===== config.mk =====
export PLATFORM = sky130hd
export DESIGN_NAME = ttbc_front_flat
export DESIGN_NICKNAME = d
export VERILOG_FILES = /design/src/rtl/assert_macros.svh /design/src/rtl/ttbc_pkg.sv /design/src/rtl/ttbc_ifs.sv /design/src/rtl/ttbc_front.sv /design/src/flat_wrapper.sv
export SDC_FILE = /design/constraint.sdc
export NUM_CORES = 1
export LEC_CHECK = 0
export ABC_AREA = 1
export BUFFER_PORTS_ARGS = -buffer_cell sky130_fd_sc_hd__buf_4
export CAP_MARGIN = 10
export CORE_ASPECT_RATIO = 0.8
export CORE_MARGIN = 4
export CORE_UTILIZATION = 60
export CTS_BUF_LIST = sky130_fd_sc_hd__clkbuf_4 sky130_fd_sc_hd__clkbuf_8
export DETAILED_ROUTE_END_ITERATION = 10
export GPL_ROUTABILITY_DRIVEN = 0
export PLACE_DENSITY = 0.8
export SYNTH_ARGS = -nofsm -noshare
export SYNTH_HDL_FRONTEND = slang
export SYNTH_SLANG_ARGS = --single-unit

===== constraint.sdc =====
create_clock -name clk -period 5.8 [get_ports clk]
set_clock_uncertainty 0.2 [all_clocks]
set_input_delay 0.29 -clock clk [delete_from_list [all_inputs] [get_ports clk]]
set_output_delay 0.29 -clock clk [all_outputs]
set_load 0.05 [all_outputs]

===== src/rtl/assert_macros.svh =====
// Assertion macros shared by the RTL modules of the texel band classifier
`ifndef ASSERT_MACROS_SVH
`define ASSERT_MACROS_SVH

// Check a property at every rising clock edge outside reset
`define ASSERT_CLK(label, prop, msg) \
    label: assert property (@(posedge clk) disable iff (!rst_n) prop) \
        else $error(msg);

// Check that a condition never holds outside reset
`define ASSERT_NEVER(label, cond, msg) \
    label: assert property (@(posedge clk) disable iff (!rst_n) !(cond)) \
        else $error(msg);

`endif


===== src/rtl/ttbc_pkg.sv =====
// Shared constants, codes and control structs of the texel band classifier
package ttbc_pkg;

    // Default sizes of the height map and of the upsampling factor
    localparam int MAX_SIDE_DEF = 64;
    localparam int MAX_RES_DEF  = 8;

    // Register reset values and lower limits
    localparam int SIDE_RESET = 64;
    localparam int RES_RESET  = 2;
    localparam int SIDE_MIN   = 2;
    localparam int RES_MIN    = 1;

    // Configuration port layout
    localparam int CFG_IDX_W  = 2;
    localparam int CFG_DATA_W = 7;
    localparam int SIDE_CFG_W = 7;
    localparam int RES_CFG_W  = 4;

    localparam logic [CFG_IDX_W-1:0] REG_SIDE = 2'd0;
    localparam logic [CFG_IDX_W-1:0] REG_RES  = 2'd1;

    // Request commands
    localparam logic CMD_LOAD  = 1'b0;
    localparam logic CMD_QUERY = 1'b1;

    // Payload widths
    localparam int HEIGHT_W = 8;
    localparam int TEXEL_W  = 9;
    localparam int BAND_W   = 2;

    // Terrain bands
    localparam logic [BAND_W-1:0] BAND_WATER    = 2'd0;
    localparam logic [BAND_W-1:0] BAND_SAND     = 2'd1;
    localparam logic [BAND_W-1:0] BAND_GRASS    = 2'd2;
    localparam logic [BAND_W-1:0] BAND_MOUNTAIN = 2'd3;

    // Band thresholds in byte units (0.8, 0.4 and 0.2 of 255)
    localparam int THR_MOUNTAIN = 204;
    localparam int THR_GRASS    = 102;
    localparam int THR_SAND     = 51;

    // Request control from the front end to the sequencer
    typedef struct packed {
        logic cmd;
        logic oor;
    } ttbc_op_ctl_t;

    // Control of one token from the sequencer to the blend unit
    typedef struct packed {
        logic first;
        logic last;
        logic oor;
    } ttbc_tok_ctl_t;

endpackage


===== src/rtl/ttbc_ifs.sv =====
// Request, response and configuration channel interfaces
interface ttbc_req_if;
    import ttbc_pkg::*;

    logic                valid;
    logic                ready;
    logic                cmd;
    logic [HEIGHT_W-1:0] height;
    logic [TEXEL_W-1:0]  texel_x;
    logic [TEXEL_W-1:0]  texel_y;

    modport source (output valid, cmd, height, texel_x, texel_y, input ready);
    modport sink (input valid, cmd, height, texel_x, texel_y, output ready);
endinterface



===== src/rtl/ttbc_front.sv =====
// Request intake: coordinate split into sample index and remainder, range check
module ttbc_front #(
    parameter int MAX_SIDE = ttbc_pkg::MAX_SIDE_DEF,
    parameter int MAX_RES  = ttbc_pkg::MAX_RES_DEF
) (
    input  logic                               clk,
    input  logic                               rst_n,
    ttbc_req_if.sink                           req,
    input  logic [$clog2(MAX_SIDE+1)-1:0]      side,
    input  logic [$clog2(MAX_RES+1)-1:0]       res,
    output logic                               op_valid,
    input  logic                               op_ready,
    output ttbc_pkg::ttbc_op_ctl_t             op_ctl,
    output logic [ttbc_pkg::HEIGHT_W-1:0]      op_height,
    output logic [ttbc_pkg::TEXEL_W-1:0]       op_x,
    output logic [ttbc_pkg::TEXEL_W-1:0]       op_y,
    output logic [$clog2(MAX_SIDE)-1:0]        op_px,
    output logic [$clog2(MAX_RES+1)-1:0]       op_rx,
    output logic [$clog2(MAX_SIDE)-1:0]        op_py,
    output logic [$clog2(MAX_RES+1)-1:0]       op_ry
);
    import ttbc_pkg::*;

    localparam int SW          = $clog2(MAX_SIDE + 1);
    localparam int RW          = $clog2(MAX_RES + 1);
    localparam int CW          = $clog2(MAX_SIDE);
    localparam int GW          = SW + RW;
    localparam int RECIP_SHIFT = 12;
    localparam int RECIP_W     = 13;
    localparam int PROD_W      = TEXEL_W + RECIP_W;
    localparam int QR_W        = TEXEL_W + RW;

    // Scaled reciprocal floor(4096 / r); the estimate is exact or one low
    function automatic logic [RECIP_W-1:0] recip_lookup(input logic [4:0] r);
        logic [RECIP_W-1:0] v;
        case (r)
            5'd1:    v = 13'd4096;
            5'd2:    v = 13'd2048;
            5'd3:    v = 13'd1365;
            5'd4:    v = 13'd1024;
            5'd5:    v = 13'd819;
            5'd6:    v = 13'd682;
            5'd7:    v = 13'd585;
            5'd8:    v = 13'd512;
            5'd9:    v = 13'd455;
            5'd10:   v = 13'd409;
            5'd11:   v = 13'd372;
            5'd12:   v = 13'd341;
            5'd13:   v = 13'd315;
            5'd14:   v = 13'd292;
            5'd15:   v = 13'd273;
            5'd16:   v = 13'd256;
            default: v = 13'd4096;
        endcase
        return v;
    endfunction

    // Stage A registers
    logic                a_valid_reg;
    logic                a_cmd_reg;
    logic [HEIGHT_W-1:0] a_height_reg;
    logic [TEXEL_W-1:0]  a_x_reg;
    logic [TEXEL_W-1:0]  a_y_reg;

    // Stage B registers
    logic                b_valid_reg;
    ttbc_op_ctl_t        b_ctl_reg;
    logic [HEIGHT_W-1:0] b_height_reg;
    logic [TEXEL_W-1:0]  b_x_reg;
    logic [TEXEL_W-1:0]  b_y_reg;
    logic [TEXEL_W-1:0]  b_qx_reg;
    logic [TEXEL_W-1:0]  b_qy_reg;

    logic                a_free;
    logic                a_move;
    logic                b_free;
    logic [RECIP_W-1:0]  recip;
    logic [PROD_W-1:0]   prod_x;
    logic [PROD_W-1:0]   prod_y;
    logic [GW-1:0]       grid;
    logic                a_oor;
    logic [QR_W-1:0]     qr_x;
    logic [QR_W-1:0]     qr_y;
    logic [TEXEL_W-1:0]  rem_x;
    logic [TEXEL_W-1:0]  rem_y;
    logic                fix_x;
    logic                fix_y;
    logic [TEXEL_W-1:0]  q_x;
    logic [TEXEL_W-1:0]  q_y;
    logic [TEXEL_W-1:0]  r_x;
    logic [TEXEL_W-1:0]  r_y;

    // Stall handshake across the two stages
    assign b_free    = !b_valid_reg || op_ready;
    assign a_free    = !a_valid_reg || b_free;
    assign a_move    = a_valid_reg && b_free;
    assign req.ready = a_free;

    // Quotient estimate by reciprocal and grid range check
    assign recip  = recip_lookup(5'(res));
    assign prod_x = PROD_W'(a_x_reg) * PROD_W'(recip);
    assign prod_y = PROD_W'(a_y_reg) * PROD_W'(recip);
    assign grid   = GW'(side - 1'b1) * GW'(res) + GW'(1);
    assign a_oor  = (a_cmd_reg == CMD_QUERY)
                 && (((TEXEL_W + GW)'(a_x_reg) >= (TEXEL_W + GW)'(grid))
                  || ((TEXEL_W + GW)'(a_y_reg) >= (TEXEL_W + GW)'(grid)));

    // Capture a new request
    always_ff @(posedge clk or negedge rst_n)
    begin
        if (!rst_n)
        begin
            a_valid_reg <= 1'b0;
        end
        else if (a_free)
        begin
            a_valid_reg <= req.valid;
        end
    end

    always_ff @(posedge clk)
    begin
        if (req.valid && a_free)
        begin
            a_cmd_reg    <= req.cmd;
            a_height_reg <= req.height;
            a_x_reg      <= req.texel_x;
            a_y_reg      <= req.texel_y;
        end
    end

    // Advance into stage B
    always_ff @(posedge clk or negedge rst_n)
    begin
        if (!rst_n)
        begin
            b_valid_reg <= 1'b0;
        end
        else if (b_free)
        begin
            b_valid_reg <= a_valid_reg;
        end
    end

    always_ff @(posedge clk)
    begin
        if (a_move)
        begin
            b_ctl_reg.cmd <= a_cmd_reg;
            b_ctl_reg.oor <= a_oor;
            b_height_reg  <= a_height_reg;
            b_x_reg       <= a_x_reg;
            b_y_reg       <= a_y_reg;
            b_qx_reg      <= prod_x[RECIP_SHIFT +: TEXEL_W];
            b_qy_reg      <= prod_y[RECIP_SHIFT +: TEXEL_W];
        end
    end

    // Correct the quotient estimate by one step
    assign qr_x  = QR_W'(b_qx_reg) * QR_W'(res);
    assign qr_y  = QR_W'(b_qy_reg) * QR_W'(res);
    assign rem_x = b_x_reg - qr_x[TEXEL_W-1:0];
    assign rem_y = b_y_reg - qr_y[TEXEL_W-1:0];
    assign fix_x = rem_x >= TEXEL_W'(res);
    assign fix_y = rem_y >= TEXEL_W'(res);
    assign q_x   = fix_x ? b_qx_reg + 1'b1 : b_qx_reg;
    assign q_y   = fix_y ? b_qy_reg + 1'b1 : b_qy_reg;
    assign r_x   = fix_x ? rem_x - TEXEL_W'(res) : rem_x;
    assign r_y   = fix_y ? rem_y - TEXEL_W'(res) : rem_y;

    assign op_valid  = b_valid_reg;
    assign op_ctl    = b_ctl_reg;
    assign op_height = b_height_reg;
    assign op_x      = b_x_reg;
    assign op_y      = b_y_reg;
    assign op_px     = q_x[CW-1:0];
    assign op_py     = q_y[CW-1:0];
    assign op_rx     = r_x[RW-1:0];
    assign op_ry     = r_y[RW-1:0];

endmodule


===== src/flat_wrapper.sv =====
// flat-port wrapper written by rule: the top's interface ports become plain ports
module ttbc_front_flat import ttbc_pkg::*;
#(
    parameter int MAX_SIDE = ttbc_pkg::MAX_SIDE_DEF,
    parameter int MAX_RES  = ttbc_pkg::MAX_RES_DEF
)
  (clk, rst_n, side, res, op_valid, op_ready, op_ctl, op_height, op_x, op_y, op_px, op_rx, op_py, op_ry, req_valid, req_cmd, req_height, req_texel_x, req_texel_y, req_ready);
  ttbc_req_if req_i ();
  input  logic clk;
  input  logic rst_n;
  input  logic [$clog2(MAX_SIDE+1)-1:0] side;
  input  logic [$clog2(MAX_RES+1)-1:0] res;
  output logic op_valid;
  input  logic op_ready;
  output ttbc_pkg::ttbc_op_ctl_t op_ctl;
  output logic [ttbc_pkg::HEIGHT_W-1:0] op_height;
  output logic [ttbc_pkg::TEXEL_W-1:0] op_x;
  output logic [ttbc_pkg::TEXEL_W-1:0] op_y;
  output logic [$clog2(MAX_SIDE)-1:0] op_px;
  output logic [$clog2(MAX_RES+1)-1:0] op_rx;
  output logic [$clog2(MAX_SIDE)-1:0] op_py;
  output logic [$clog2(MAX_RES+1)-1:0] op_ry;
  input wire logic [$bits(req_i.valid)-1:0] req_valid;
  input wire logic [$bits(req_i.cmd)-1:0] req_cmd;
  input wire logic [$bits(req_i.height)-1:0] req_height;
  input wire logic [$bits(req_i.texel_x)-1:0] req_texel_x;
  input wire logic [$bits(req_i.texel_y)-1:0] req_texel_y;
  output wire logic [$bits(req_i.ready)-1:0] req_ready;
  assign req_i.valid = req_valid;
  assign req_i.cmd = req_cmd;
  assign req_i.height = req_height;
  assign req_i.texel_x = req_texel_x;
  assign req_i.texel_y = req_texel_y;
  assign req_ready = req_i.ready;
  ttbc_front #(.MAX_SIDE(MAX_SIDE), .MAX_RES(MAX_RES)) u_core (.clk(clk), .rst_n(rst_n), .req(req_i), .side(side), .res(res), .op_valid(op_valid), .op_ready(op_ready), .op_ctl(op_ctl), .op_height(op_height), .op_x(op_x), .op_y(op_y), .op_px(op_px), .op_rx(op_rx), .op_py(op_py), .op_ry(op_ry));
endmodule

After elaboration in Yosys (flattened, before gate mapping). Memories as Yosys holds them, arrays and structs flattened. Cells that the tools add are included.

Memories kept: 1. Input port bits: 42. Word-level logic and storage cells: 43. Register bits after elaboration: 75. Output and inout bits: 50. Bits in read-only memories: 208.

Multiplexer cells: 4. Reductions and logical operators: 8. Multiply operators: 5. Magnitude comparators: 4. Add/sub/neg operators: 8.

Memory list: (no name shown) (depth 16, bits a word 13, rd ports 1, clocked after memory_dff 0, write ports 0, RTL line ttbc_front.sv:36) `case (r)`.

Operator list (number): $mul 9x13->21 (2); $ge 9x11->1 (2); $ge 9x4->1 (2); $mul 9x4->9 (2); $sub 9x9->9 (2); $add 6x1->6 const B (2); $mux 6 (2); $add 11x1->11 const B (1); $mul 11x4->11 (1); $mux 4 (2); $sub 4x4->4 (2); $sub 7x1->8 const B (1); $logic_and 1x1->1 (3); $logic_or 1x1->1 (3); $logic_not 1->1 (2).

Logic depth before layout (Yosys ltp).
Depth after elaboration: 6. Gate-level depth with buffers: 30. Depth with buffers taken out: 28.

Least setup slack after synthesis. OpenSTA, ideal clock, no wires.

Kind: in2reg. Start: input res[1]. End: register u_core.b_qx_reg[5], data pin. Arrival time: 4895 ps. Buffers on the path: 2. Library setup time: 252 ps. Stages on the path: 22. Data required time: 5348 ps. Setup slack: 453 ps. Cells stage by stage: buf_2 -> inv_1 -> buf_2 -> ha_1 -> nand2_1 -> nand2_1 -> clkinv_1 -> nor2_1 -> fa_1 -> fa_1 -> fa_1 -> inv_1 -> fa_1 -> inv_1 -> ha_1 -> nand2_1 -> nor2_1 -> nand4_1 -> o31ai_2 -> nand2_1 -> nand3_1 -> nand2_1.

Cells in the longest elaborated chain, start to end: 2.

RTL lines: start: declaration (RTL line flat_wrapper.sv:12) `input logic [$clog2(MAX_RES+1)-1:0] res;`; $mem_v2 16x13; $mul 9x13->21 (RTL line ttbc_front.sv:101) `assign prod_x = PROD_W'(a_x_reg) * PROD_W'(recip);`; via u_core.prod_x[17] (RTL line ttbc_front.sv:78) `logic [PROD_W-1:0] prod_x;`; end signal: assignment (RTL line ttbc_front.sv:154) `b_qx_reg <= prod_x[RECIP_SHIFT +: TEXEL_W];`; end: declaration (RTL line ttbc_front.sv:71) `logic [TEXEL_W-1:0] b_qx_reg;`.

The timed path passes the listed nets, and every way through them passes these cells. A chain may end at the register's enable or synchronous reset.

Worst setup path after layout.
Start: input res[2]. End: register u_core.b_qx_reg[5], data pin.

The elaborated chain is that of the path after synthesis.

==> reports/qor.yml <==
clock_tree:
  cts_made_buffers: 9
  cts_root_buf: "clkbuf_8"
  cts_num_sinks: 75
  cts_tree: "done"
  path_clk_slew_ns: 0.10
  h-tree-depth: 3
  post_cts_buffers: 0
  cts_resized: 0
  clk_latency_ns: 0.38
  cts_buffer_depth: 2
  cts_hold_repair.buffers: 29
yosys:
  async_flop_share_pct: 2.67
  ys_ff_latch: 75
  yosys.cell_types.count: 47
  synth_edf_count: 73
  syn_nets: 2125
  synth_area_sq_um: 13900
  syn_inst: 1735
  avgSynthCellArea_sq_um: 8.04
  ys_seq_area_share_pct: 16.1
  ys_warn_count: 0
  yosys_most_used_dff: "edfxtp_1"
critical_path:
  r2r-end: "u_core.b_qy_reg[7]"
  crit_arrival_ns: 5.39
  path_class: "in -> reg"
  rr_startpoint: "u_core.a_y_reg[4]"
  start_kind: "input port"
  timing.critical_path.fanout_max: 26
  required_ns: 5.73
  r2r_slack_ns: 0.76
  rr_worst_depth: 17
  worstSetupEndpointType: "flop"
layout:
  final_common_cell: "nand2_1"
  antennaDiodeCount: 0
  areaGrowthSynthToFinish_pct: 11.7
  drive_gt1_share_pct: 9.11
  nets: 2251
  final_cell_mix: "nand2_1, inv_1, fa_1"
  fillCellCount: 1794
detailed_routing:
  routed_wl_microns: 38400
  detail_route.wl_per_cell_microns: 17.7
  wl_met3_microns: 4620
  ant_nets: 0
  vias: 12100
  vias_per_cell: 5.57
  route.met2.wl_microns: 17100
  route.detailed.drc: 0
  met1_length_microns: 15400
  routed.top_layer: "met4"
  dr.pass1.iters: 7
  drt-initial-drc-count: 1239
sta:
  fin_crit_sh_pct: 94.2
  period_needed_ns: 5.46
  setup_slack_ns: 0.336
  setup_violations: 0
  tightest_slew_ns: 0.834
  max-slew-margin-rel_pct: 44.4
  slew_viol_final: 0
  setup_tns_ns: 0
  hold_viol_final: 0
  fmax_mhz: 183
  rsz0062_at_grt: "no"
global_routing:
  gr-total-overflow: 0
  grt_pass1_vias: 12200
  grt_use_total_pct: 30.8
  grt_max_degree: 47
  antenna_found_initial: 0
  grt_pass1_wl_microns: 62200
worst_hold_path:
  hold_class: "in -> async"
floorplanning:
  ios: 92
  num_rows: 49
  fp.coreArea_sq_um: 22700
  start_util_pct: 61.5
  die_x_microns: 178
  die_h_microns: 144
  dieArea_sq_um: 25800
place:
  port_buffers: 91
  place_hpwl_microns: 30400
  detailedPlace.worstSlack_ns: 0.210
status:
  status: "complete, no violations"
job:
  cap_violations: 0
-- synthesized netlist by cell type, types with 2 or more instances --
library cell	number	area share [%]
xor2_1	47	3.0
nor3_1	9	0.32
nand3_2	2	0.14
nand3_1	54	1.9
clkbuf_1	16	0.43
or2_1	2	0.090
and2_1	2	0.090
o21ai_0	30	1.1
o211ai_1	4	0.22
buf_1	2	0.054
buf_4	4	0.22
inv_1	353	9.5
nand2_4	3	0.24
or2_0	2	0.090
o21a_1	5	0.27
edfxtp_1	73	16
nand2_1	406	11
a21o_1	2	0.11
nor4_1	4	0.18
dfrtp_1	2	0.36
nand4_1	35	1.6
inv_2	3	0.081
buf_2	16	0.57
nand3b_1	3	0.16
ha_1	145	13
a21oi_1	63	2.3
xnor2_1	18	1.1
a21oi_2	3	0.19
nand2_2	3	0.13
or2_2	5	0.22
nor2_1	185	5.0
o21bai_1	3	0.16
clkinv_1	11	0.30
o21ai_1	4	0.14
fa_1	203	29
nor2_2	2	0.090
-- metrics by stage --
| step | instance area (sq um) | util (%) | cells | hold WS [ns] |
|---|---|---|---|---|
| after floorplan | 13900 | - | 1735 | -0.206 |
| after global placement | 15100 | 66.5 | 2126 | -0.127 |
| after detailed placement | 15100 | 66.5 | 2126 | -0.126 |
| after CTS | 15600 | 68.6 | 2171 | 0.00678 |
| after global routing | 15600 | 68.7 | 2172 | 0.0266 |
| final | 15600 | 68.7 | 2172 | 0.0303 |
-- metal layers --
metal | global-route usage (%) | vias up
met5 | 0 | -
met1 | 43.0 | 5708
met3 | 7.58 | 110
li1 | - | 5577
met4 | 9.16 | 0
met2 | 48.4 | 708
-- worst max-delay path: stages --
cell	delay (ns)
buf_4	0.30
clkinv_2	0.22
nand2_1	0.16
nand2_1	0.08
nand2_2	0.30
clkinv_1	0.41
nand2_1	0.21
fa_1	0.48
fa_1	0.57
inv_1	0.06
fa_1	0.51
fa_1	0.52
ha_1	0.35
a21oi_1	0.20
o21ai_0	0.13
a21oi_1	0.20
o31ai_2	0.12
nand2_1	0.10
nand2_1	0.06
nand2_1	0.07
nand2_1	0.05
-- worst max path at each step --
stage | endpoint | start | slack, ns | cells after the start
final | u_core.b_qx_reg[5] | res[2] | 0.34 | 21
after global placement | u_core.b_qx_reg[5] | res[1] | 0.25 | 22
after floorplan | u_core.b_qx_reg[5] | res[1] | 0.45 | 22
after CTS | op_rx[2] | u_core.b_qx_reg[2] | 0.43 | 17
after global routing | op_px[3] | u_core.b_qx_reg[1] | 0.1 | 17
after detailed placement | u_core.b_qx_reg[5] | res[1] | 0.21 | 22
-- final cells by class --
type	count	area [sq um]	share of cell area, %
Sequential cell	75	2240	14.4
Inverter	369	1390	8.93
Clock buffer	9	124	0.795
Tap cell	306	383	2.46
Clock inverter	7	67.6	0.434
Multi-Input combinational cell	1252	10100	65.1
Timing Repair Buffer	154	1240	7.94
-- logic make-up after synthesis --
kind of cell,count (synthesis),synth area share (%)
AO/OA/AOI/OAI,121,5.04
flip-flops,75,16.1
XOR/XNOR,65,4.08
adder cells (fa/ha/maj),348,42.2
AND/OR/NAND/NOR,718,21.3
buffers and inverters,408,11.3
Power is left out: the tool's default activity adds up to more than one toggle a clock period on the data nets, which glitch-free logic cannot reach.
