[src/rtl/assert_macros.svh]
// Assertion macros shared by the RTL modules of the texel band classifier
`ifndef ASSERT_MACROS_SVH
`define ASSERT_MACROS_SVH

// Check a property at every rising clock edge outside reset
`define ASSERT_CLK(label, prop, msg) \
    label: assert property (@(posedge clk) disable iff (!rst_n) prop) \
        else $error(msg);

// Check that a condition never holds outside reset
`define ASSERT_NEVER(label, cond, msg) \
    label: assert property (@(posedge clk) disable iff (!rst_n) !(cond)) \
        else $error(msg);

`endif

[src/rtl/ttbc_pkg.sv]
// Shared constants, codes and control structs of the texel band classifier
package ttbc_pkg;

    // Default sizes of the height map and of the upsampling factor
    localparam int MAX_SIDE_DEF = 64;
    localparam int MAX_RES_DEF  = 8;

    // Register reset values and lower limits
    localparam int SIDE_RESET = 64;
    localparam int RES_RESET  = 2;
    localparam int SIDE_MIN   = 2;
    localparam int RES_MIN    = 1;

    // Configuration port layout
    localparam int CFG_IDX_W  = 2;
    localparam int CFG_DATA_W = 7;
    localparam int SIDE_CFG_W = 7;
    localparam int RES_CFG_W  = 4;

    localparam logic [CFG_IDX_W-1:0] REG_SIDE = 2'd0;
    localparam logic [CFG_IDX_W-1:0] REG_RES  = 2'd1;

    // Request commands
    localparam logic CMD_LOAD  = 1'b0;
    localparam logic CMD_QUERY = 1'b1;

    // Payload widths
    localparam int HEIGHT_W = 8;
    localparam int TEXEL_W  = 9;
    localparam int BAND_W   = 2;

    // Terrain bands
    localparam logic [BAND_W-1:0] BAND_WATER    = 2'd0;
    localparam logic [BAND_W-1:0] BAND_SAND     = 2'd1;
    localparam logic [BAND_W-1:0] BAND_GRASS    = 2'd2;
    localparam logic [BAND_W-1:0] BAND_MOUNTAIN = 2'd3;

    // Band thresholds in byte units (0.8, 0.4 and 0.2 of 255)
    localparam int THR_MOUNTAIN = 204;
    localparam int THR_GRASS    = 102;
    localparam int THR_SAND     = 51;

    // Request control from the front end to the sequencer
    typedef struct packed {
        logic cmd;
        logic oor;
    } ttbc_op_ctl_t;

    // Control of one token from the sequencer to the blend unit
    typedef struct packed {
        logic first;
        logic last;
        logic oor;
    } ttbc_tok_ctl_t;

endpackage

[src/rtl/ttbc_ifs.sv]


interface ttbc_rsp_if;
    import ttbc_pkg::*;

    logic               valid;
    logic               ready;
    logic [BAND_W-1:0]  band;
    logic [TEXEL_W-1:0] echo_x;
    logic [TEXEL_W-1:0] echo_y;
    logic               out_of_range;

    modport source (output valid, band, echo_x, echo_y, out_of_range, input ready);
    modport sink (input valid, band, echo_x, echo_y, out_of_range, output ready);
endinterface


[src/rtl/ttbc_blend.sv]
// Weighted sum of the four neighbors, band compare and response register
`include "assert_macros.svh"

module ttbc_blend #(
    parameter int MAX_RES = ttbc_pkg::MAX_RES_DEF
) (
    input  logic                                  clk,
    input  logic                                  rst_n,
    input  logic [$clog2(MAX_RES+1)-1:0]          res,
    output logic                                  adv,
    input  logic                                  tok_valid,
    input  ttbc_pkg::ttbc_tok_ctl_t               tok_ctl,
    input  logic [2*($clog2(MAX_RES+1)+1)-1:0]    tok_weight,
    input  logic [ttbc_pkg::TEXEL_W-1:0]          tok_x,
    input  logic [ttbc_pkg::TEXEL_W-1:0]          tok_y,
    input  logic [ttbc_pkg::HEIGHT_W-1:0]         rdata,
    ttbc_rsp_if.source                            rsp
);
    import ttbc_pkg::*;

    localparam int RW = $clog2(MAX_RES + 1);
    localparam int KW = RW + 1;
    localparam int WW = 2 * KW;
    localparam int HW = HEIGHT_W + WW;

    // Scale and thresholds, derived from the resolution register
    logic [WW-1:0]      s_reg;
    logic [HW-1:0]      thr_hi_reg;
    logic [HW-1:0]      thr_mid_reg;
    logic [HW-1:0]      thr_lo_reg;

    // Product stage
    logic               p_valid_reg;
    ttbc_tok_ctl_t      p_ctl_reg;
    logic [HW-1:0]      prod_reg;
    logic [TEXEL_W-1:0] p_x_reg;
    logic [TEXEL_W-1:0] p_y_reg;

    // Accumulator and response register
    logic [HW-1:0]      acc_reg;
    logic               out_valid_reg;
    logic [BAND_W-1:0]  band_reg;
    logic [TEXEL_W-1:0] echo_x_reg;
    logic [TEXEL_W-1:0] echo_y_reg;
    logic               oor_reg;

    logic [KW-1:0]      k;
    logic [HW-1:0]      sum;
    logic [BAND_W-1:0]  band_next;
    logic               out_load;

    // Freeze the datapath only while a response waits
    assign adv = !out_valid_reg || rsp.ready;

    // Derive (R+1)^2 and the three thresholds
    assign k = KW'(res) + 1'b1;

    always_ff @(posedge clk)
    begin
        s_reg       <= WW'(k) * WW'(k);
        thr_hi_reg  <= HW'(THR_MOUNTAIN) * HW'(s_reg);
        thr_mid_reg <= HW'(THR_GRASS) * HW'(s_reg);
        thr_lo_reg  <= HW'(THR_SAND) * HW'(s_reg);
    end

    // Weight the neighbor sample
    always_ff @(posedge clk or negedge rst_n)
    begin
        if (!rst_n)
        begin
            p_valid_reg <= 1'b0;
        end
        else if (adv)
        begin
            p_valid_reg <= tok_valid;
        end
    end

    always_ff @(posedge clk)
    begin
        if (adv)
        begin
            p_ctl_reg <= tok_ctl;
            prod_reg  <= HW'(rdata) * HW'(tok_weight);
            p_x_reg   <= tok_x;
            p_y_reg   <= tok_y;
        end
    end

    // Accumulate and classify on the last neighbor
    assign sum      = (p_ctl_reg.first ? '0 : acc_reg) + prod_reg;
    assign out_load = adv && p_valid_reg && p_ctl_reg.last;

    always_comb
    begin
        if (p_ctl_reg.oor)
        begin
            band_next = BAND_WATER;
        end
        else if (sum > thr_hi_reg)
        begin
            band_next = BAND_MOUNTAIN;
        end
        else if (sum > thr_mid_reg)
        begin
            band_next = BAND_GRASS;
        end
        else if (sum > thr_lo_reg)
        begin
            band_next = BAND_SAND;
        end
        else
        begin
            band_next = BAND_WATER;
        end
    end

    always_ff @(posedge clk)
    begin
        if (adv && p_valid_reg)
        begin
            acc_reg <= sum;
        end
        if (out_load)
        begin
            band_reg   <= band_next;
            echo_x_reg <= p_x_reg;
            echo_y_reg <= p_y_reg;
            oor_reg    <= p_ctl_reg.oor;
        end
    end

    // Present the response until it is taken
    always_ff @(posedge clk or negedge rst_n)
    begin
        if (!rst_n)
        begin
            out_valid_reg <= 1'b0;
        end
        else if (adv)
        begin
            out_valid_reg <= p_valid_reg && p_ctl_reg.last;
        end
    end

    assign rsp.valid        = out_valid_reg;
    assign rsp.band         = band_reg;
    assign rsp.echo_x       = echo_x_reg;
    assign rsp.echo_y       = echo_y_reg;
    assign rsp.out_of_range = oor_reg;

    `ASSERT_CLK(a_oor_single_token,
        tok_valid && tok_ctl.oor |-> tok_ctl.first && tok_ctl.last,
        "out-of-range query must travel as one token")

endmodule

[src/flat_wrapper.sv]
// flat-port wrapper written by rule: the top's interface ports become plain ports
module ttbc_blend_flat import ttbc_pkg::*;
#(
    parameter int MAX_RES = ttbc_pkg::MAX_RES_DEF
)
  (clk, rst_n, res, adv, tok_valid, tok_ctl, tok_weight, tok_x, tok_y, rdata, rsp_valid, rsp_band, rsp_echo_x, rsp_echo_y, rsp_out_of_range, rsp_ready);
  ttbc_rsp_if rsp_i ();
  input  logic clk;
  input  logic rst_n;
  input  logic [$clog2(MAX_RES+1)-1:0] res;
  output logic adv;
  input  logic tok_valid;
  input  ttbc_pkg::ttbc_tok_ctl_t tok_ctl;
  input  logic [2*($clog2(MAX_RES+1)+1)-1:0] tok_weight;
  input  logic [ttbc_pkg::TEXEL_W-1:0] tok_x;
  input  logic [ttbc_pkg::TEXEL_W-1:0] tok_y;
  input  logic [ttbc_pkg::HEIGHT_W-1:0] rdata;
  output wire logic [$bits(rsp_i.valid)-1:0] rsp_valid;
  output wire logic [$bits(rsp_i.band)-1:0] rsp_band;
  output wire logic [$bits(rsp_i.echo_x)-1:0] rsp_echo_x;
  output wire logic [$bits(rsp_i.echo_y)-1:0] rsp_echo_y;
  output wire logic [$bits(rsp_i.out_of_range)-1:0] rsp_out_of_range;
  input wire logic [$bits(rsp_i.ready)-1:0] rsp_ready;
  assign rsp_valid = rsp_i.valid;
  assign rsp_band = rsp_i.band;
  assign rsp_echo_x = rsp_i.echo_x;
  assign rsp_echo_y = rsp_i.echo_y;
  assign rsp_out_of_range = rsp_i.out_of_range;
  assign rsp_i.ready = rsp_ready;
  ttbc_blend #(.MAX_RES(MAX_RES)) u_core (.clk(clk), .rst_n(rst_n), .res(res), .adv(adv), .tok_valid(tok_valid), .tok_ctl(tok_ctl), .tok_weight(tok_weight), .tok_x(tok_x), .tok_y(tok_y), .rdata(rdata), .rsp(rsp_i));
endmodule
[config.mk]
export PLATFORM = sky130hd
export DESIGN_NAME = ttbc_blend_flat
export DESIGN_NICKNAME = d
export VERILOG_FILES = /design/src/rtl/ttbc_pkg.sv /design/src/rtl/ttbc_ifs.sv /design/src/rtl/ttbc_blend.sv /design/src/flat_wrapper.sv
export VERILOG_INCLUDE_DIRS = /design/src /design/src/rtl
export SDC_FILE = /design/constraint.sdc
export NUM_CORES = 1
export LEC_CHECK = 0
export ABC_AREA = 1
export BUFFER_PORTS_ARGS = -buffer_cell sky130_fd_sc_hd__buf_4
export CORE_MARGIN = 1.5
export CORE_UTILIZATION = 44
export CTS_CLUSTER_DIAMETER = 80
export DETAILED_ROUTE_END_ITERATION = 7
export SLEW_MARGIN = 20
export SYNTH_ARGS = -nofsm -noshare
export SYNTH_HDL_FRONTEND = slang
export SYNTH_SLANG_ARGS = --single-unit
[constraint.sdc]
create_clock -name clk -period 11.4 [get_ports clk]
set_clock_uncertainty 0.1 [all_clocks]
set_input_delay 0.57 -clock clk [delete_from_list [all_inputs] [get_ports clk]]
set_output_delay 0.57 -clock clk [all_outputs]
set_load 0.005 [all_outputs]
**After elaboration in Yosys (flattened, before gate mapping)**

Index checks and enable logic that the tools add are counted.

- Order comparisons: 3
- Mux-type cells: 4
- Multipliers: 5
- Reduce and logical (&&, ||, !) cells: 5
- Add/sub/neg operators: 2

Operators by type and width:

| kind | count |
|---|---|
| multiplier 6 x 10 -> 16 bit, first input constant | 3 |
| adder 18 bit | 1 |
| greater-than comparator 18 x 16 -> 1 bit | 1 |
| greater-than comparator 18 x 17 -> 1 bit | 1 |
| greater-than comparator 18 bit | 1 |
| multiplier 8 x 10 -> 18 bit | 1 |
| 2-to-1 mux 18 bit | 1 |
| multiplier 5 x 5 -> 10 bit | 1 |
| adder 4 x 1 -> 5 bit, second input constant | 1 |
| 2-to-1 mux 2 bit | 2 |
| logical AND 1 bit | 3 |
| logical NOT 1 bit | 1 |
| logical OR 1 bit | 1 |
| 2-to-1 mux 1 bit | 1 |

- Logic and storage cells: 36
- Input port bits: 47
- Bits in registers: 138

**Logic depth before layout (Yosys ltp)**

- Word-level depth: 6
- Mapped depth: 25
- Depth with buffers taken out: 24

**Least setup slack after synthesis**

No wires, ideal clock.

- Path kind: input-to-reg
- Start: input port rdata[7] in the netlist's numbering
- End: register u_core.prod_reg[14], data pin
- Data arrival time: 4383 ps
- Stages: 16
- Setup slack: 6652 ps
- Buffers on the path: 1
- Cell sequence: clkbuf_1 -> nand2_1 -> fa_1 -> fa_1 -> inv_1 -> fa_1 -> inv_1 -> fa_1 -> inv_1 -> ha_1 -> a21o_1 -> a21oi_1 -> o21ai_2 -> a21boi_2 -> o21ai_0 -> xor2_1

- Word-level cells in the longest chain between the ends: 1

Ends and longest elaborated chain:

| what | line | source |
|---|---|---|
| start: declaration | flat_wrapper.sv:17 | `input logic [ttbc_pkg::HEIGHT_W-1:0] rdata;` |
| multiplier 8 x 10 -> 18 bit | ttbc_blend.sv:84 | `prod_reg <= HW'(rdata) * HW'(tok_weight);` |
| end signal: assignment | ttbc_blend.sv:84 |  |
| end: declaration | ttbc_blend.sv:35 | `logic [HW-1:0] prod_reg;` |

No other way between the ends.
A chain may end at the register's enable or synchronous reset.

**Worst setup path after layout**

- Start: register u_core.p_ctl_reg[2] in the netlist's numbering
- End: register u_core.band_reg[1], in the netlist u_core.rsp.band[1], data pin

- Word-level cells in the longest chain between the ends: 5
- Elaborated cells between the ends (all ways): 6

Ends and longest elaborated chain:

| what | line | source |
|---|---|---|
| start: declaration | ttbc_blend.sv:34 | `ttbc_tok_ctl_t p_ctl_reg;` |
| start signal: assignment | ttbc_blend.sv:83 | `p_ctl_reg <= tok_ctl;` |
| 2-to-1 mux 18 bit (*) | ttbc_blend.sv:91 | `assign sum = (p_ctl_reg.first ? '0 : acc_reg) + prod_reg;` |
| adder 18 bit (*) | ttbc_blend.sv:91 |  |
| named net u_core.sum[14] | ttbc_blend.sv:48 | `logic [HW-1:0] sum;` |
| greater-than comparator 18 x 17 -> 1 bit | ttbc_blend.sv:104 | `else if (sum > thr_mid_reg)` |
| 2-to-1 mux 2 bit | ttbc_blend.sv:104 |  |
| 2-to-1 mux 2 bit (*) | ttbc_blend.sv:100 | `else if (sum > thr_hi_reg)` |
| end signal: assignment | ttbc_blend.sv:126 | `band_reg <= band_next;` |
| end: declaration | ttbc_blend.sv:42 | `logic [BAND_W-1:0] band_reg;` |

The timed path passes the listed nets; every way through them passes the cells marked *.

==> flow_metrics.py <==
metrics = {
    "grt": {
        "gr-total-overflow": 0,
        "antenna_found_initial": 0,
        "grt_pass1_wl_um": 28900,
        "grt_max_degree": 43,
        "grt_usage_pct": 16.4,
        "grt_pass1_vias": 6365,
    },
    "pwr": {
        "power.leakage_uw": 0.00574,
        "peakVddDrop_mv": 0.113,
        "p_per_area_nw_per_um2": 273,
    },
    "yosys": {
        "ys.flop_type": "edfxtp_1",
        "avgSynthCellArea_sq_um": 8.87,
        "synthSimpleGateAreaFrac_pct": 12.7,
        "synth_edf_count": 78,
        "syn-instance-count": 1046,
        "synthArstFlopShare_pct": 1.92,
        "synth_fa_ha_area_share_pct": 33.2,
        "synth_compound_area_share_pct": 7.38,
        "ys_types": 44,
        "synth_top_family_by_area": "adder cells",
        "synthTopCellsByArea": "edfxtp_1 25%, ha_1 20%, fa_1 13%",
        "synth-seq-area-share_pct": 31.0,
        "synthMuxAreaShare_pct": 0,
        "synthXorXnorAreaFrac_pct": 4.44,
        "synth_largest_area_cell": "edfxtp_1",
        "ys_ff_latch": 104,
        "synth_area_sq_um": 9280,
        "ys_warn_count": 0,
        "synth_top_area_share_pct": 25.2,
    },
    "drt": {
        "postRouteAntennaNets": 0,
        "dr.first_iter.drc_count": 286,
        "drc_errors": 0,
        "routed_wl_um": 16900,
        "vias": 6536,
        "firstDrtPassIters": 5,
        "avgViaCountPerCell": 4.72,
        "post_drt_wl_per_cell_um": 12.2,
    },
    "hold_path": {
        "min_path_type": "in -> reg",
        "hold-path-cell-count": 1,
    },
    "timing": {
        "tightest_slew_ns": 0.783,
        "finalMaxSlewViolations": 0,
        "fmax_ghz": 0.218,
        "rsz0062_at_grt": "false",
        "slew_headroom_pct": 47.5,
        "final-hold-violation-count": 0,
        "finalSetupTns_ns": 0,
        "finalSetupViolCount": 0,
        "min_period_ns": 4.59,
        "fin_crit_sh_pct": 40.3,
    },
    "cts": {
        "cts_max_path_buffers": 2,
        "cts.sinks": 104,
        "clock_latency_ns": 0.36,
        "cts_tree": "done",
        "htreeDepth": 3,
        "cts_setup_buffers": 0,
        "cts_root_buf": "clkbuf_16",
        "cts_buffers": 9,
        "clkTransAtPathRegs_ns": 0.08,
    },
    "setup_path": {
        "worstPathRequired_ns": 11.42,
        "start_kind": "flop",
        "critPathKind": "reg -> reg",
        "arrival_ns": 4.61,
        "cpMostUsedCell": "nand2_1",
        "crit_chain": "nor2_1, ha_1, fa_1, nand3_1, nand2_1, nand4_1, nand2_1, a21oi_1, o21bai_1, xor2_1, ha_1, nand2_1, nor4_1, nand2_1, o41ai_1, nand2_1, nand2_1, inv_1",
        "worstRegToRegCells": 18,
        "worstPathMaxFanout": 18,
        "worst_setup_path_end_kind": "flop",
        "slowest_stage": "edfxtp_1",
        "slowest_delay_ns": 0.78,
    },
    "place": {
        "place.gp.congestion": 0.819,
        "hpwl_um": 14500,
        "place_inst": 1369,
        "portBuffers": 69,
    },
    "run_status": {
        "status": "complete, no violations",
    },
    "floorplanning": {
        "die_x_um": 148,
        "fp-row-count": 52,
        "die_area_sq_um": 22000,
        "core_sq_um": 20400,
        "die-height_um": 148,
        "io_pins": 70,
        "start_util_pct": 45.4,
    },
    "final_layout": {
        "nNetsFinal": 1367,
        "areaGrowthSynthToFinish_pct": 12.1,
        "diodes": 0,
        "drive_gt1_share_pct": 9.41,
        "stdcell_count": 1386,
        "nFillCells": 1962,
    },
    "run": {
        "maxCapViolCount": 0,
    },
}
final cells by class:
| cell class | instances | area (sq um) | share of cell area (%) |
|---|---|---|---|
| Tap cell | 270 | 338 | 3.25 |
| Clock buffer | 9 | 225 | 2.16 |
| Multi-Input combinational cell | 667 | 5380 | 51.7 |
| Inverter | 256 | 961 | 9.24 |
| Clock inverter | 7 | 80.1 | 0.770 |
| Timing Repair Buffer | 73 | 551 | 5.29 |
| Sequential cell | 104 | 2870 | 27.6 |
power by group:
| part | switching (uW) | total, uW | leakage (uW) | internal, uW |
|---|---|---|---|---|
| Combinational | 1170 | 1920 | 0.00459 | 755 |
| Clock | 154 | 311 | 0.000146 | 157 |
| Sequential | 34.7 | 608 | 0.000998 | 573 |
| Total | 1360 | 2840 | 0.00574 | 1480 |
kinds of logic (layout without fill, tap and decap cells):
group | count (synthesis) | after routing
and+or+nand+nor | 291 | 291
buffers and inverters | 277 | 345
adders and majority gates | 209 | 209
AOI/OAI and AO/OA | 116 | 116
DFF | 104 | 104
xor gates and xnor gates | 47 | 47
other | 2 | 4
cell usage after synthesis, types with 16 or more instances:
cell and instances:
ha_1 147, nand3_1 16, xor2_1 34, o21ai_0 20
clkbuf_1 19, edfxtp_1 78, nand2_1 197, a21oi_1 59
fa_1 62, dfxtp_1 24, inv_1 254, nor2_1 54
layout by cell type, fill, tap and decap left out, types with 2 or more instances in the layout:
cell	netlist	final
a211oi_1	2	2
a21boi_2	2	2
a21o_1	5	5
a21oi_1	59	59
a21oi_2	4	4
a31oi_1	4	4
buf_4	0	72
clkbuf_16	0	9
clkinv_8	0	2
conb_1	2	4
dfrtp_1	2	2
dfxtp_1	24	24
edfxtp_1	78	78
fa_1	62	62
ha_1	147	147
inv_1	254	254
inv_6	0	2
inv_8	0	2
nand2_1	197	197
nand2_2	3	3
nand3_1	16	16
nand3b_1	2	2
nand4_1	7	7
nor2_1	54	54
nor3_1	6	5
o2111ai_1	2	2
o21ai_0	20	20
o21ai_1	3	3
o21ai_2	2	2
o21bai_1	4	4
o221ai_1	2	2
o31ai_1	3	3
xnor2_1	13	13
xor2_1	34	34
final timing paths:
| check | start | end | slack [ns] |
|---|---|---|---|
| worst max-delay path | u_core.p_ctl_reg[2] | u_core.rsp.band[1] | 6.81 |
| worst min-delay path | tok_y[8] | u_core.p_y_reg[8] | 0.28 |
| worst max register to register | u_core.p_ctl_reg[2] | u_core.rsp.band[1] | 6.81 |
| worst min register to register | u_core.s_reg[0] | u_core.thr_mid_reg[2] | 0.31 |
| max in group asynchronous | rst_n | u_core.p_valid_reg | 10.67 |
| min in group asynchronous | rst_n | u_core.rsp.valid | 0.44 |
layer usage:
metal,global-route usage [%],part of all wire (%),up-vias
li1,-,-,3412
met1,22.4,49,3005
met2,27.3,46,112
met3,2.79,4.2,7
met4,3.91,0.79,0
met5,0,0,-
critical path, delay by kind of cell, from the launching register on:
kind                     cells  cell delay, ns
adder cells (fa/ha/maj)      3            0.89
XOR/XNOR                     1            0.38
AND/OR/NAND/NOR             10            1.24
AO/OA/AOI/OAI                3            0.92
flip-flops                   1            0.78
buffers and inverters        1            0.03
repair_timing:
item	4_1_cts	5_1_grt
hold buffers	1	0
endpoints found under the setup margin	0	0
endpoints found under the hold margin	2	0
resized for setup	0	0
through the flow:
| stage | instance area (sq um) | hold slack (ns) | utilization (%) | setup WS, ns | power, uW |
|---|---|---|---|---|---|
| 3_3_place_gp | 10100 | 0.254 | 49.4 | 6.58 | 2520 |
| 5_1_grt | 10400 | 0.261 | 50.9 | 6.38 | 3210 |
| 3_5_place_dp | 10100 | 0.259 | 49.4 | 6.55 | 2550 |
| 2_1_floorplan | 9290 | 0.174 | - | 6.65 | 2110 |
| 6_report | 10400 | 0.284 | 50.9 | 6.81 | 2840 |
| 4_1_cts | 10400 | 0.268 | 50.9 | 6.77 | 2880 |
Note: power is estimated with default switching activity, not from simulation.
